## config.mk

```make
export PLATFORM = sky130hd
export DESIGN_NAME = modbus_rtu_reply_parser
export DESIGN_NICKNAME = d
export VERILOG_FILES = /design/src/mrrp_pkg.sv /design/src/mrrp_front.sv /design/src/mrrp_back.sv /design/src/modbus_rtu_reply_parser.sv
export SDC_FILE = /design/constraint.sdc
export NUM_CORES = 1
export LEC_CHECK = 0
export BUFFER_PORTS_ARGS = -buffer_cell sky130_fd_sc_hd__buf_2
export CELL_PAD_IN_SITES_DETAIL_PLACEMENT = 1
export CELL_PAD_IN_SITES_GLOBAL_PLACEMENT = 1
export CORE_ASPECT_RATIO = 1.4
export CORE_MARGIN = 2
export CORE_UTILIZATION = 47
export DETAILED_ROUTE_END_ITERATION = 10
export PLACE_DENSITY = 0.9
export REMOVE_ABC_BUFFERS = 1
export SYNTH_ARGS = -nofsm -noshare
export SYNTH_HDL_FRONTEND = slang
export SYNTH_HIERARCHICAL = 1
export SYNTH_SLANG_ARGS = --single-unit
```

## constraint.sdc

```tcl
create_clock -name clk_i -period 4.3 [get_ports clk_i]
set_input_delay 0.86 -clock clk_i [delete_from_list [all_inputs] [get_ports clk_i]]
set_output_delay 0.86 -clock clk_i [all_outputs]
set_load 0.01 [all_outputs]
```

## src/mrrp_pkg.sv

```systemverilog
package mrrp_pkg;

  // Configuration port geometry.
  localparam int unsigned ApbAddrW = 3;
  localparam int unsigned ApbDataW = 32;

  // Register indexes on the configuration port (paddr bit 2).
  typedef enum logic {
    REG_DEVICE_ADDRESS = 1'b0,
    REG_FUNCTION_CODE  = 1'b1
  } reg_idx_e;

  // Reset values of the configuration registers.
  localparam logic [7:0] DevAddrRst  = 8'h01;
  localparam logic [7:0] FuncCodeRst = 8'h04;

  // Result status codes.
  localparam logic [1:0] StatusOk     = 2'd0;
  localparam logic [1:0] StatusBadCrc = 2'd1;
  localparam logic [1:0] StatusNoResp = 2'd2;

  // CRC-16/MODBUS constants.
  localparam logic [15:0] CrcInit = 16'hFFFF;
  localparam logic [15:0] CrcPoly = 16'hA001;

  // Parser phases, one-hot.
  typedef enum logic [5:0] {
    PH_HUNT  = 6'b000001,
    PH_COUNT = 6'b000010,
    PH_DATA  = 6'b000100,
    PH_CRCLO = 6'b001000,
    PH_CRCHI = 6'b010000,
    PH_DONE  = 6'b100000
  } phase_e;

  // One classified byte as it travels from the front to the back.
  typedef struct packed {
    logic [7:0] rx_byte;
    logic       last;
    logic       is_addr;
    logic       is_func;
  } item_t;

  // One finished result.
  typedef struct packed {
    logic [1:0]  status;
    logic [31:0] value_word;
    logic [7:0]  data_byte_count;
  } result_t;

  // Handshake between the front queue and the back parser.
  typedef struct packed {
    logic  valid;
    item_t item;
  } link_t;

  // Reflected CRC-16 update over one byte.
  function automatic logic [15:0] crc_feed(logic [15:0] crc, logic [7:0] b);
    logic [15:0] c;
    c = crc ^ {8'h00, b};
    for (int k = 0; k < 8; k++) begin
      if (c[0]) begin
        c = (c >> 1) ^ CrcPoly;
      end else begin
        c = c >> 1;
      end
    end
    return c;
  endfunction

endpackage

```

## src/mrrp_front.sv

```systemverilog
module mrrp_front (
  input  logic                 clk_i,
  input  logic                 rst_ni,
  input  logic                 push_i,
  output logic                 full_o,
  input  logic [7:0]           rx_byte_i,
  input  logic                 end_of_reply_i,
  input  logic [7:0]           dev_addr_i,
  input  logic [7:0]           func_code_i,
  output mrrp_pkg::link_t      link_o,
  input  logic                 link_ready_i
);
  import mrrp_pkg::*;

  item_t      mem_q [2];
  logic       wr_ptr_q, rd_ptr_q;
  logic [1:0] cnt_q, cnt_d;
  logic       do_push, do_pop;
  item_t      cls;

  // Classify the incoming byte against the configured address and function.
  always_comb begin
    cls.rx_byte = rx_byte_i;
    cls.last    = end_of_reply_i;
    cls.is_addr = (rx_byte_i == dev_addr_i);
    cls.is_func = (rx_byte_i == func_code_i);
  end

  assign full_o      = cnt_q[1];
  assign do_push     = push_i && !full_o;
  assign link_o.valid = (cnt_q != 2'd0);
  assign link_o.item  = mem_q[rd_ptr_q];
  assign do_pop      = link_o.valid && link_ready_i;

  always_comb begin
    cnt_d = cnt_q;
    if (do_push && !do_pop) begin
      cnt_d = cnt_q + 2'd1;
    end else if (!do_push && do_pop) begin
      cnt_d = cnt_q - 2'd1;
    end
  end

  // Queue pointers and occupancy.
  always_ff @(posedge clk_i or negedge rst_ni) begin
    if (!rst_ni) begin
      wr_ptr_q <= 1'b0;
      rd_ptr_q <= 1'b0;
      cnt_q    <= 2'd0;
    end else begin
      cnt_q <= cnt_d;
      if (do_push) begin
        wr_ptr_q <= ~wr_ptr_q;
      end
      if (do_pop) begin
        rd_ptr_q <= ~rd_ptr_q;
      end
    end
  end

  // Queue storage.
  always_ff @(posedge clk_i) begin
    if (do_push) begin
      mem_q[wr_ptr_q] <= cls;
    end
  end

endmodule

```

## src/mrrp_back.sv

```systemverilog
module mrrp_back (
  input  logic             clk_i,
  input  logic             rst_ni,
  input  mrrp_pkg::link_t  link_i,
  output logic             link_ready_o,
  output logic             empty_o,
  input  logic             pop_i,
  output logic [1:0]       status_o,
  output logic [31:0]      value_word_o,
  output logic [7:0]       data_byte_count_o
);
  import mrrp_pkg::*;

  phase_e      phase_q, phase_d;
  logic [15:0] prev_crc_q, prev_crc_d;
  logic        prev_addr_q, prev_addr_d;
  logic        prev_valid_q, prev_valid_d;
  logic [15:0] crc_q, crc_d;
  logic [7:0]  rem_q, rem_d;
  logic [7:0]  count_q, count_d;
  logic [31:0] word_q, word_d;
  logic [2:0]  idx_q, idx_d;
  logic [7:0]  crc_lo_q, crc_lo_d;
  logic [1:0]  verdict_q, verdict_d;

  logic        consume;
  logic [7:0]  b;
  logic        rq_push, rq_pop;
  result_t     res;
  result_t     rq_mem_q [2];
  logic        rq_wr_q, rq_rd_q;
  logic [1:0]  rq_cnt_q, rq_cnt_d;

  assign link_ready_o = !rq_cnt_q[1];
  assign consume      = link_i.valid && link_ready_o;
  assign b            = link_i.item.rx_byte;

  // Frame parser: next state for one consumed byte.
  always_comb begin
    phase_d      = phase_q;
    prev_crc_d   = prev_crc_q;
    prev_addr_d  = prev_addr_q;
    prev_valid_d = prev_valid_q;
    crc_d        = crc_q;
    rem_d        = rem_q;
    count_d      = count_q;
    word_d       = word_q;
    idx_d        = idx_q;
    crc_lo_d     = crc_lo_q;
    verdict_d    = verdict_q;
    rq_push      = 1'b0;
    res          = '0;
    if (consume) begin
      unique case (phase_q)
        PH_HUNT: begin
          if (prev_valid_q && prev_addr_q && link_i.item.is_func) begin
            crc_d   = crc_feed(prev_crc_q, b);
            phase_d = PH_COUNT;
          end else begin
            // Keep the CRC of this byte ready in case it starts a frame.
            prev_crc_d   = crc_feed(CrcInit, b);
            prev_addr_d  = link_i.item.is_addr;
            prev_valid_d = 1'b1;
          end
        end
        PH_COUNT: begin
          crc_d   = crc_feed(crc_q, b);
          count_d = b;
          rem_d   = b;
          phase_d = (b == 8'd0) ? PH_CRCLO : PH_DATA;
        end
        PH_DATA: begin
          crc_d = crc_feed(crc_q, b);
          if (!idx_q[2]) begin
            unique case (idx_q[1:0])
              2'd0: word_d[31:24] = b;
              2'd1: word_d[23:16] = b;
              2'd2: word_d[15:8]  = b;
              2'd3: word_d[7:0]   = b;
              default: word_d = word_q;
            endcase
            idx_d = idx_q + 3'd1;
          end
          rem_d = rem_q - 8'd1;
          if (rem_q == 8'd1) begin
            phase_d = PH_CRCLO;
          end
        end
        PH_CRCLO: begin
          crc_lo_d = b;
          phase_d  = PH_CRCHI;
        end
        PH_CRCHI: begin
          verdict_d = ({b, crc_lo_q} == crc_q) ? StatusOk : StatusBadCrc;
          phase_d   = PH_DONE;
        end
        default: begin
          phase_d = phase_q;
        end
      endcase

      // The last byte of a reply emits the result and restarts the parse.
      if (link_i.item.last) begin
        rq_push             = 1'b1;
        res.status          = verdict_d;
        res.value_word      = (verdict_d == StatusOk) ? word_d : 32'd0;
        res.data_byte_count = count_d;
        phase_d      = PH_HUNT;
        prev_crc_d   = CrcInit;
        prev_addr_d  = 1'b0;
        prev_valid_d = 1'b0;
        crc_d        = CrcInit;
        rem_d        = 8'd0;
        count_d      = 8'd0;
        word_d       = 32'd0;
        idx_d        = 3'd0;
        crc_lo_d     = 8'd0;
        verdict_d    = StatusNoResp;
      end
    end
  end

  // Parser state.
  always_ff @(posedge clk_i or negedge rst_ni) begin
    if (!rst_ni) begin
      phase_q      <= PH_HUNT;
      prev_crc_q   <= CrcInit;
      prev_addr_q  <= 1'b0;
      prev_valid_q <= 1'b0;
      crc_q        <= CrcInit;
      rem_q        <= 8'd0;
      count_q      <= 8'd0;
      word_q       <= 32'd0;
      idx_q        <= 3'd0;
      crc_lo_q     <= 8'd0;
      verdict_q    <= StatusNoResp;
    end else begin
      phase_q      <= phase_d;
      prev_crc_q   <= prev_crc_d;
      prev_addr_q  <= prev_addr_d;
      prev_valid_q <= prev_valid_d;
      crc_q        <= crc_d;
      rem_q        <= rem_d;
      count_q      <= count_d;
      word_q       <= word_d;
      idx_q        <= idx_d;
      crc_lo_q     <= crc_lo_d;
      verdict_q    <= verdict_d;
    end
  end

  // Two-entry result queue toward the consumer.
  assign empty_o           = (rq_cnt_q == 2'd0);
  assign rq_pop            = pop_i && !empty_o;
  assign status_o          = rq_mem_q[rq_rd_q].status;
  assign value_word_o      = rq_mem_q[rq_rd_q].value_word;
  assign data_byte_count_o = rq_mem_q[rq_rd_q].data_byte_count;

  always_comb begin
    rq_cnt_d = rq_cnt_q;
    if (rq_push && !rq_pop) begin
      rq_cnt_d = rq_cnt_q + 2'd1;
    end else if (!rq_push && rq_pop) begin
      rq_cnt_d = rq_cnt_q - 2'd1;
    end
  end

  always_ff @(posedge clk_i or negedge rst_ni) begin
    if (!rst_ni) begin
      rq_wr_q  <= 1'b0;
      rq_rd_q  <= 1'b0;
      rq_cnt_q <= 2'd0;
    end else begin
      rq_cnt_q <= rq_cnt_d;
      if (rq_push) begin
        rq_wr_q <= ~rq_wr_q;
      end
      if (rq_pop) begin
        rq_rd_q <= ~rq_rd_q;
      end
    end
  end

  always_ff @(posedge clk_i) begin
    if (rq_push) begin
      rq_mem_q[rq_wr_q] <= res;
    end
  end

endmodule

```

## src/modbus_rtu_reply_parser.sv

```systemverilog
// Channel   Direction  Handshake                      Payload
// bytes     in         push_i / full_o                rx_byte_i, end_of_reply_i
// results   out        empty_o / pop_i                status_o, value_word_o,
//                                                     data_byte_count_o
// config    in         psel/penable/pwrite/pready     paddr, pwdata, prdata
//
// One byte is taken per cycle while full_o is low; the CRC update of one byte is the longest path.
// A byte passes the two-entry byte queue and the parser, and its result is
// registered in the two-entry result queue before it shows on the result
// ports, where it can be popped while empty_o is low.
// Reset puts the parser in the hunting phase and loads the register defaults.
// The parser stops only when both result entries are waiting; the byte queue
// then fills and raises full_o.
module modbus_rtu_reply_parser (
  input  logic                           clk_i,
  input  logic                           rst_ni,
  input  logic                           push_i,
  output logic                           full_o,
  input  logic [7:0]                     rx_byte_i,
  input  logic                           end_of_reply_i,
  output logic                           empty_o,
  input  logic                           pop_i,
  output logic [1:0]                     status_o,
  output logic [31:0]                    value_word_o,
  output logic [7:0]                     data_byte_count_o,
  input  logic                           psel,
  input  logic                           penable,
  input  logic                           pwrite,
  input  logic [mrrp_pkg::ApbAddrW-1:0]  paddr,
  input  logic [mrrp_pkg::ApbDataW-1:0]  pwdata,
  output logic [mrrp_pkg::ApbDataW-1:0]  prdata,
  output logic                           pready
);
  import mrrp_pkg::*;

  logic [7:0] dev_addr_q;
  logic [7:0] func_code_q;
  logic       cfg_wr;
  reg_idx_e   reg_sel;
  link_t      link;
  logic       link_ready;

  // Configuration registers.
  assign pready  = 1'b1;
  assign cfg_wr  = psel && penable && pwrite && pready;
  assign reg_sel = reg_idx_e'(paddr[2]);

  always_ff @(posedge clk_i or negedge rst_ni) begin
    if (!rst_ni) begin
      dev_addr_q  <= DevAddrRst;
      func_code_q <= FuncCodeRst;
    end else if (cfg_wr) begin
      unique case (reg_sel)
        REG_DEVICE_ADDRESS: dev_addr_q  <= pwdata[7:0];
        REG_FUNCTION_CODE:  func_code_q <= pwdata[7:0];
        default: dev_addr_q <= dev_addr_q;
      endcase
    end
  end

  always_comb begin
    unique case (reg_sel)
      REG_DEVICE_ADDRESS: prdata = {{(ApbDataW-8){1'b0}}, dev_addr_q};
      REG_FUNCTION_CODE:  prdata = {{(ApbDataW-8){1'b0}}, func_code_q};
      default:            prdata = '0;
    endcase
  end

  // Byte classifier and queue.
  mrrp_front u_front (
    .clk_i          (clk_i),
    .rst_ni         (rst_ni),
    .push_i         (push_i),
    .full_o         (full_o),
    .rx_byte_i      (rx_byte_i),
    .end_of_reply_i (end_of_reply_i),
    .dev_addr_i     (dev_addr_q),
    .func_code_i    (func_code_q),
    .link_o         (link),
    .link_ready_i   (link_ready)
  );

  // Frame parser and result queue.
  mrrp_back u_back (
    .clk_i             (clk_i),
    .rst_ni            (rst_ni),
    .link_i            (link),
    .link_ready_o      (link_ready),
    .empty_o           (empty_o),
    .pop_i             (pop_i),
    .status_o          (status_o),
    .value_word_o      (value_word_o),
    .data_byte_count_o (data_byte_count_o)
  );

`ifndef SYNTHESIS
  // A waiting result never carries an unused status code.
  a_status_legal: assert property (@(posedge clk_i) disable iff (!rst_ni)
    !empty_o |-> (status_o != 2'd3))
    else $error("result status out of range");

  // The value word is zero unless the frame checked out.
  a_value_only_ok: assert property (@(posedge clk_i) disable iff (!rst_ni)
    (!empty_o && (status_o != StatusOk)) |-> (value_word_o == 32'd0))
    else $error("value word set on a failed frame");

  // The byte queue fills only after a request was taken.
  a_full_after_push: assert property (@(posedge clk_i) disable iff (!rst_ni)
    $rose(full_o) |-> $past(push_i))
    else $error("byte queue filled without a request");

  // A queued byte stays offered while the result queue is full and the parser stalls.
  a_back_stall: assert property (@(posedge clk_i) disable iff (!rst_ni)
    (link.valid && !link_ready) |=> link.valid)
    else $error("queued byte lost while the parser stalled");
`endif

endmodule
```

Word level (Yosys, flattened, before mapping)
Memory sizes are Yosys's and may differ from the RTL's.
Index checks and enable logic that the tools add are counted.

word-level totals
  register bits = 125
  bits in latches = 0
  bits in writable memories = 106
  bits in read-only memories = 0
  input bits = 51
  output and inout bits = 77
  logic and storage cells = 275
  memories kept = 2

memory list
  memory           words  bits a word  rd ports  clocked after Yosys merged registers in  wr ports  RTL line          source
  u_back.rq_mem_q  2      42           1         0                                        1         mrrp_back.sv:30   result_t rq_mem_q [2];
  u_front.mem_q    2      11           1         0                                        1         mrrp_front.sv:15  item_t mem_q [2];

cells by class
  add/sub/neg operators = 6
  multipliers = 0
  divide/modulo/power cells = 0
  magnitude comparators = 0
  eq/ne operators = 16
  shifts and indexed selects = 0
  muxes and demuxes = 152
  bitwise logic cells = 39
  reductions and logical operators = 40

operators by type and width
  cell                                               count
  2-to-1 mux 16 bit                                  106
  2-to-1 mux 32 bit                                  4
  inverter 2 -> 3 bit                                31
  2-to-1 mux 42 bit                                  2
  2-to-1 mux 8 bit                                   9
  one-hot mux 32 bit (2 select lines)                1
  one-hot mux 16 bit (3 select lines)                1
  XOR 16 x 8 -> 16 bit                               2
  one-hot mux 6 bit (5 select lines)                 1
  2-to-1 mux 6 bit                                   3
  == test 16 bit                                     1
  == test 8 bit                                      2
  inverter 8 -> 16 bit                               1
  one-hot mux 8 bit (2 select lines)                 1
  2-to-1 mux 2 bit                                   7
  2-to-1 mux 1 bit                                   13
  nonzero test 2 bit                                 6
  logical AND 1 bit                                  11
  AND reduction 2 bit                                5
  2-to-1 mux 3 bit                                   3
  AND reduction 3 bit                                3
  == test 8 x 1 -> 1 bit (second input constant)     1
  zero test 8 bit                                    1
  subtractor 8 x 1 -> 8 bit (second input constant)  1
  other kinds (20)                                   37

Longest topological paths before layout
Gate-level depths: netlist (run 1).
An unclocked memory read counts as a cell.

  word-level depth = 42
  mapped depth = 10
  mapped depth without buffers = 8

Hierarchy
Netlist (run 1), hierarchy kept.

modules (own cells, without submodules)
  module                   times used  cells an instance  area each (µm²)  seq. area each (µm²)
  mrrp_back                1           865                9265.1           5061.1
  mrrp_front               1           73                 1168.6           760.7
  modbus_rtu_reply_parser  1           70                 924.6            402.9

Least setup slack after synthesis (run 1)
Ideal clock, no wire load.

  kind = register -> register
  start = register u_front.rd_ptr_q
  end = memory u_back/rq_mem_q[0][0] in the netlist's numbering (enable)
  setup time = 0.442 ns
  arrival = 3.070 ns
  data required time = 3.858 ns
  slack = 0.789 ns
  stages on the path, launching flop included = 7
  buffers on the path = 3
  period minus slack after synthesis = 3.511 ns
  path through = dfrtp_1 buf_6 mux2_2 buf_4 nand2_1 clkbuf_1 nor2_1

RTL lines
  element                 RTL line          source
  start, declared         mrrp_front.sv:16  logic wr_ptr_q, rd_ptr_q;
  start signal, assigned  mrrp_front.sv:56  rd_ptr_q <= ~rd_ptr_q;
  end, declared           mrrp_back.sv:30

==> flow_summary.json, run 1 <==
{
  "outcome": "finished clean",
  "async_flop_share_pct": 53.1,
  "arrival_ps": 3500,
  "num_vias": 8239,
  "setup_viol": 0,
  "die_height_um": 188,
  "critPathKind": "reg2reg",
  "drc": 0,
  "cts_root_buffer": "clkbuf_16",
  "cts_sinks": 226,
  "hold_slack_ps": 491,
  "clk_pin_slew_worst_paths_ps": 60,
  "period_minus_slack_ps": 3210,
  "setup-tns-final_ps": 0,
  "cts_max_level": 1,
  "grt_first_pass_wirelength_um": 47800,
  "regToRegSetupSlack_ps": 1090,
  "final_util_pct": 53.1,
  "drive_gt1_share_pct": 25.0,
  "hold_end": "u_back/count_q[1]",
  "crit_fanout": 32,
  "clock_path_buffers": 3,
  "p_total_mw": 10.0,
  "die_w_um": 135,
  "drv_cap": 0,
  "rows": 67,
  "power_density_nw_per_um2": 792,
  "diodes": 0,
  "grt_antenna_before_repair": 0,
  "endpoint_kind": "register",
  "cts_buffers": 23,
  "grt_pass1_vias": 8978,
  "start_kind": "register",
  "synth_seq_cells": 226,
  "drtIter0Drc": 670,
  "yosysMostFrequentCell": "nand2_1",
  "slew_headroom_pct": 29.9,
  "reg2reg_from": "u_front/rd_ptr_q",
  "leakagePower_nw": 4.92,
  "io_buffer_count": 76,
  "place_inst": 1342,
  "crit_required_ps": 4590,
  "synthFlopType": "edfxtp_1",
  "post_cts_buffers": 0,
  "met2_usage_pct": 44.5,
  "worst_slew_pin_slew_ps": 1050,
  "worstHoldStart": "u_back/count_q[1]",
  "met3_usage_pct": 3.03,
  "dp_hpwl_um": 19300,
  "cts_resized": 0,
  "cp.buffers_inverters": 1,
  "cp_slowest_cell": "dfrtp_1",
  "synth_area_sq_um": 11400,
  "yosysSeqAreaShare_pct": 54.8,
  "dieArea_sq_um": 25400,
  "gr-total-overflow": 0,
  "finalNonFillerCells": 1383,
  "cts_hold_buf": 0,
  "top_usage_layer": "met2",
  "clock_latency_ps": 510,
  "dr.pass1.iters": 5,
  "core_area_sq_um": 23800,
  "synth_common_cells": "nand2_1, edfxtp_1, dfrtp_1",
  "wire_per_inst_um": 21.8,
  "worst_clock_skew_ps": 16.2,
  "ant_nets": 0,
  "start_util_pct": 47.7,
  "routabilityCongestion": 0.797,
  "rsz0062_at_grt": "no",
  "ff2ff_path_depth": 7,
  "crit_chain": "mux2_2 -> xor2_1 -> nor4_1 -> nand4_1 -> a221o_1 -> buf_4 -> a21oi_1",
  "syn_inst": 1008,
  "area_growth_pct": 11.2,
  "hold_viol_final": 0,
  "nNetsFinal": 1120,
  "crit_family": "compound AO/OA/AOI/OAI gates",
  "fmax_mhz": 312,
  "hold_path.class": "reg2reg",
  "synth_top_cell_by_area": "edfxtp_1",
  "ys_types": 65,
  "synth_edf_count": 106,
  "cts_tree": "done",
  "seqCellArea_sq_um": 6230,
  "hold_depth": 2,
  "slew_viol_final": 0,
  "fillers": 2540,
  "critical-path-max-stage-delay_ps": 650,
  "r2r-end": "u_back/rq_mem_q[0][36]",
  "yosys_warnings": 6,
  "avgSynthCellArea_sq_um": 11.3,
  "yosys-top-cells-area": "edfxtp_1, dfrtp_1, mux2_2",
  "drt_wl_total_um": 30100,
  "io_pins": 128,
  "fin_crit_sh_pct": 74.6,
  "grt_max_degree": 78,
  "vdd_ir_drop_max_v": 0.000307,
  "synth_top_area_share_pct": 28.0,
  "multiInputGateArea_sq_um": 4670,
  "viasPerCell": 5.96,
  "gr-usage-all-layers_pct": 23.8,
  "grt_util_met1_pct": 26.3
}
[metrics by stage]
step	cell area [sq um]	setup slack [ps]
floorplan	11000	103
global placement	11900	1250
detailed placement	11900	1170
CTS	12600	1150
global route	12600	908
finish	12600	1090
[worst register-to-register path, cell delays in order, from the launching register on]
cell     delay [ps]
dfrtp_1         650
mux2_2          640
xor2_1          260
nor4_1          310
nand4_1         230
a221o_1         370
buf_4           250
a21oi_1         300
[kinds of logic (layout without fill, tap and decap cells)]
| group | Yosys count | in the layout | synth area share [%] |
|---|---|---|---|
| simple gates | 265 | 265 | 11.1 |
| xor+xnor | 87 | 87 | 7.73 |
| fa+ha+maj | 12 | 12 | 1.32 |
| buf+inv | 113 | 155 | 4.95 |
| compound gates | 222 | 222 | 12.0 |
| other cells | 2 | 25 | 0.0661 |
| mux | 81 | 81 | 8.02 |
| flops | 226 | 226 | 54.8 |
[layout make-up]
class | instances | area share (%)
Clock buffer | 28 | 4.94
Clock inverter | 13 | 0.961
Inverter | 19 | 0.565
Multi-Input combinational cell | 692 | 37.0
Sequential cell | 226 | 49.3
Tap cell | 310 | 3.07
Timing Repair Buffer | 95 | 4.16
[worst max path at each step]
stage                                        end  cells after the start             start  slack [ps]
after detailed placement  u_back/rq_mem_q[0][11]                      7  u_front/rd_ptr_q        1170
final                     u_back/rq_mem_q[0][36]                      7  u_front/rd_ptr_q        1090
after global placement           u_back/crc_q[0]                      7  u_front/rd_ptr_q        1250
after global routing      u_back/rq_mem_q[0][36]                      7  u_front/rd_ptr_q         910
after floorplan            u_back/rq_mem_q[0][0]                      4  u_front/cnt_q[1]         100
after CTS                 u_back/rq_mem_q[0][23]                      7  u_front/rd_ptr_q        1150
[registers in the layout (all words and copies together) (netlist names)]
signal,flops
u_back/prev_valid_q,1
u_front/cnt_q,2
u_back/word_q,32
u_back/count_q,8
u_back/crc_q,16
u_back/rq_rd_q,1
u_back/rq_wr_q,1
u_back/prev_addr_q,1
u_back/idx_q,3
u_back/rem_q,8
func_code_q,8
dev_addr_q,8
u_front/wr_ptr_q,1
u_front/mem_q,22
u_front/rd_ptr_q,1
u_back/rq_mem_q,84
u_back/rq_cnt_q,2
u_back/crc_lo_q,8
u_back/prev_crc_q,11
u_back/phase_q,6
u_back/verdict_q,2
[cell usage in the layout, fill, tap and decap left out, drive strengths merged, types with 28 or more instances in the layout]
cell,instances
o21ai,62
mux2,80
edfxtp,106
nand2,123
a21oi,71
nand3,36
clkbuf,28
dfstp,31
a22oi,34
xnor2,56
nor2,53
buf,95
dfrtp,89
[per-layer routing]
metal / vias up / wire length, um
met4: 0 / 1250
met2: 346 / 16400
met1: 4170 / 10800
li1: 3630 / -
met3: 93 / 1630
met5: - / 0
[power by group]
| part | leakage (nW) | switching, mW | internal (mW) |
|---|---|---|---|
| combinational | 2.07 | 2.63 | 1.89 |
| clock | 0.369 | 0.817 | 1.15 |
| sequential | 2.48 | 0.528 | 2.98 |
| total | 4.92 | 3.97 | 6.03 |
Note: power is estimated with default switching activity, not from simulation.
==> run 2: changes to the inputs <==
==> constraint.sdc (replaced) <==
create_clock -name clk_i -period 3.15 [get_ports clk_i]
set_input_delay 0.63 -clock clk_i [delete_from_list [all_inputs] [get_ports clk_i]]
set_output_delay 0.63 -clock clk_i [all_outputs]
set_load 0.01 [all_outputs]
==> run 2 against run 1 <==
  * Clock power rose by 52%
  * Die area did not move
  * Utilization rose by 1.0 points
  * Power rose by 42%
  * Hold slack got worse by 370 ps
  * Routed wire length fell by 1.2%
  * Critical endpoint is now u_back/rq_mem_q[1][25]
  * Largest cell class unchanged
==> flow_summary.json, run 2 (synthesis gave the netlist of run 1 again) <==
{
  "outcome": "finished clean",
  "critPathKind": "reg2reg",
  "final_util_pct": 54.1,
  "drt_wl_total_um": 29800,
  "worst_slew_pin_slew_ps": 893,
  "ant_nets": 0,
  "cts_sinks": 226,
  "crit_required_ps": 3460,
  "area_growth_pct": 13.3,
  "cts_hold_buf": 0,
  "gr-usage-all-layers_pct": 23.7,
  "die_w_um": 135,
  "regToRegSetupSlack_ps": 180,
  "crit_end": "u_back/rq_mem_q[1][25]",
  "diodes": 0,
  "cts_buffers": 23,
  "cp_slowest_cell": "dfrtp_2",
  "hold_slack_ps": 125,
  "viasPerCell": 5.87,
  "wl_met3_um": 1410,
  "largest_reg_flops": 84,
  "hold_path.class": "in2async",
  "ff2ff_path_depth": 7,
  "worst_clock_skew_ps": 12.6,
  "r2r-end": "u_back/rq_mem_q[1][25]",
  "dr_wl_met2_um": 15900,
  "dp_hpwl_um": 19300,
  "critical-path-max-stage-delay_ps": 530,
  "rsz0062_at_grt": "no",
  "cp-startpoint": "u_front/rd_ptr_q",
  "nNetsFinal": 1136,
  "drv_cap": 0,
  "reg2reg_from": "u_front/rd_ptr_q",
  "start_util_pct": 47.7,
  "endpoint_kind": "register",
  "rows": 67,
  "met1_length_um": 11300,
  "layout.cells.most_common": "nand2_1",
  "top_register": "u_back/rq_mem_q",
  "cts_root_buffer": "clkbuf_16",
  "grt_max_degree": 54,
  "final_cell_mix": "nand2_1, edfxtp_1, dfrtp_1",
  "clock_latency_ps": 510,
  "drive_gt1_share_pct": 26.4,
  "fmax_mhz": 337,
  "crit_fanout": 32,
  "multiInputGateArea_sq_um": 4670,
  "core_area_sq_um": 23800,
  "dr.pass1.iters": 5,
  "highest_layer": "met4",
  "period_minus_slack_ps": 2970,
  "setup_viol": 0,
  "grt_antenna_before_repair": 0,
  "clock_path_buffers": 3,
  "drc": 0,
  "fillers": 2523,
  "die_height_um": 188,
  "cts_max_level": 1,
  "seqCellArea_sq_um": 6230,
  "num_vias": 8215,
  "crit_chain": "mux2_2 -> xor2_1 -> nor4_1 -> nand4_1 -> a221o_1 -> buf_4 -> a21oi_1",
  "arrival_ps": 3280,
  "fin_crit_sh_pct": 94.2,
  "drtIter0Drc": 488,
  "dieArea_sq_um": 25400,
  "power_density_nw_per_um2": 1100,
  "hold_viol_final": 0,
  "gr-total-overflow": 0,
  "io_buffer_count": 76,
  "grt_first_pass_wirelength_um": 47800,
  "slew_viol_final": 0,
  "clk_pin_slew_worst_paths_ps": 60,
  "cts_tree": "done",
  "wire_per_inst_um": 21.3,
  "setup-tns-final_ps": 0,
  "grt_pass1_vias": 8977,
  "routabilityCongestion": 0.826,
  "vdd_ir_drop_max_v": 0.000530,
  "start_kind": "register",
  "leakagePower_nw": 5.05,
  "io_pins": 128,
  "slew_headroom_pct": 40.3,
  "top_regs": "u_back/rq_mem_q x84, u_back/word_q x32, u_front/mem_q x22"
}
[run 2: worst min-delay path by stage]
stage | from | to | slack [ps] | cells past startpoint
2_1_floorplan | rst_ni | dev_addr_q[1] | 330 | 0
3_3_place_gp | u_back/count_q[5] | u_back/count_q[5] | 460 | 2
3_5_place_dp | u_back/count_q[6] | u_back/count_q[6] | 480 | 2
4_1_cts | rst_ni | dev_addr_q[1] | 150 | 1
5_1_grt | rst_ni | func_code_q[6] | 170 | 1
6_report | rst_ni | func_code_q[6] | 120 | 1
[run 2: cell type report]
type                       instances  area share, %
sequential                       226           48.4
multi-input combinational        692           36.3
timing repair buffer             111           5.31
clock buffer                      30           5.10
tap                              310           3.01
clock inverter                    11           1.32
inverter                          19          0.554
[run 2: timing repair]
item                                   CTS  global route
resized for setup                        0             1
endpoints found under the hold margin    0             0
setup endpoints to repair                0            16
buffers inserted                         0             0
[run 2: routing by layer]
| metal | GRT usage [%] | vias up |
|---|---|---|
| li1 | - | 3670 |
| met1 | 27.7 | 4178 |
| met2 | 43.3 | 279 |
| met3 | 3.08 | 88 |
| met4 | 9.70 | 0 |
| met5 | 0 | - |
[run 2: power breakdown]
group          internal (mW)  switching, mW  total [mW]
registers               4.07          0.624        4.70
logic                   2.71           3.83        6.53
clock network           1.81           1.18        2.99
total                   8.59           5.63        14.2
[run 2: critical path: cells and delay by family, from the launching register on]
kind	cells	cell delay, ps
DFF	1	530
muxes	1	520
and+or+nand+nor	2	580
AOI/OAI and AO/OA	2	660
xor gates and xnor gates	1	220
buffers and inverters	1	250
[run 2: through the flow]
step | std cells | total power, mW | setup WS, ps | area [sq um]
global placement | 1358 | 10.6 | 257 | 12000
CTS | 1399 | 14.2 | 75.7 | 12900
detailed placement | 1358 | 11.0 | 194 | 12000
global route | 1399 | 14.9 | 104 | 12900
floorplan | 937 | 8.96 | -1050 | 11000
finish | 1399 | 14.2 | 181 | 12900
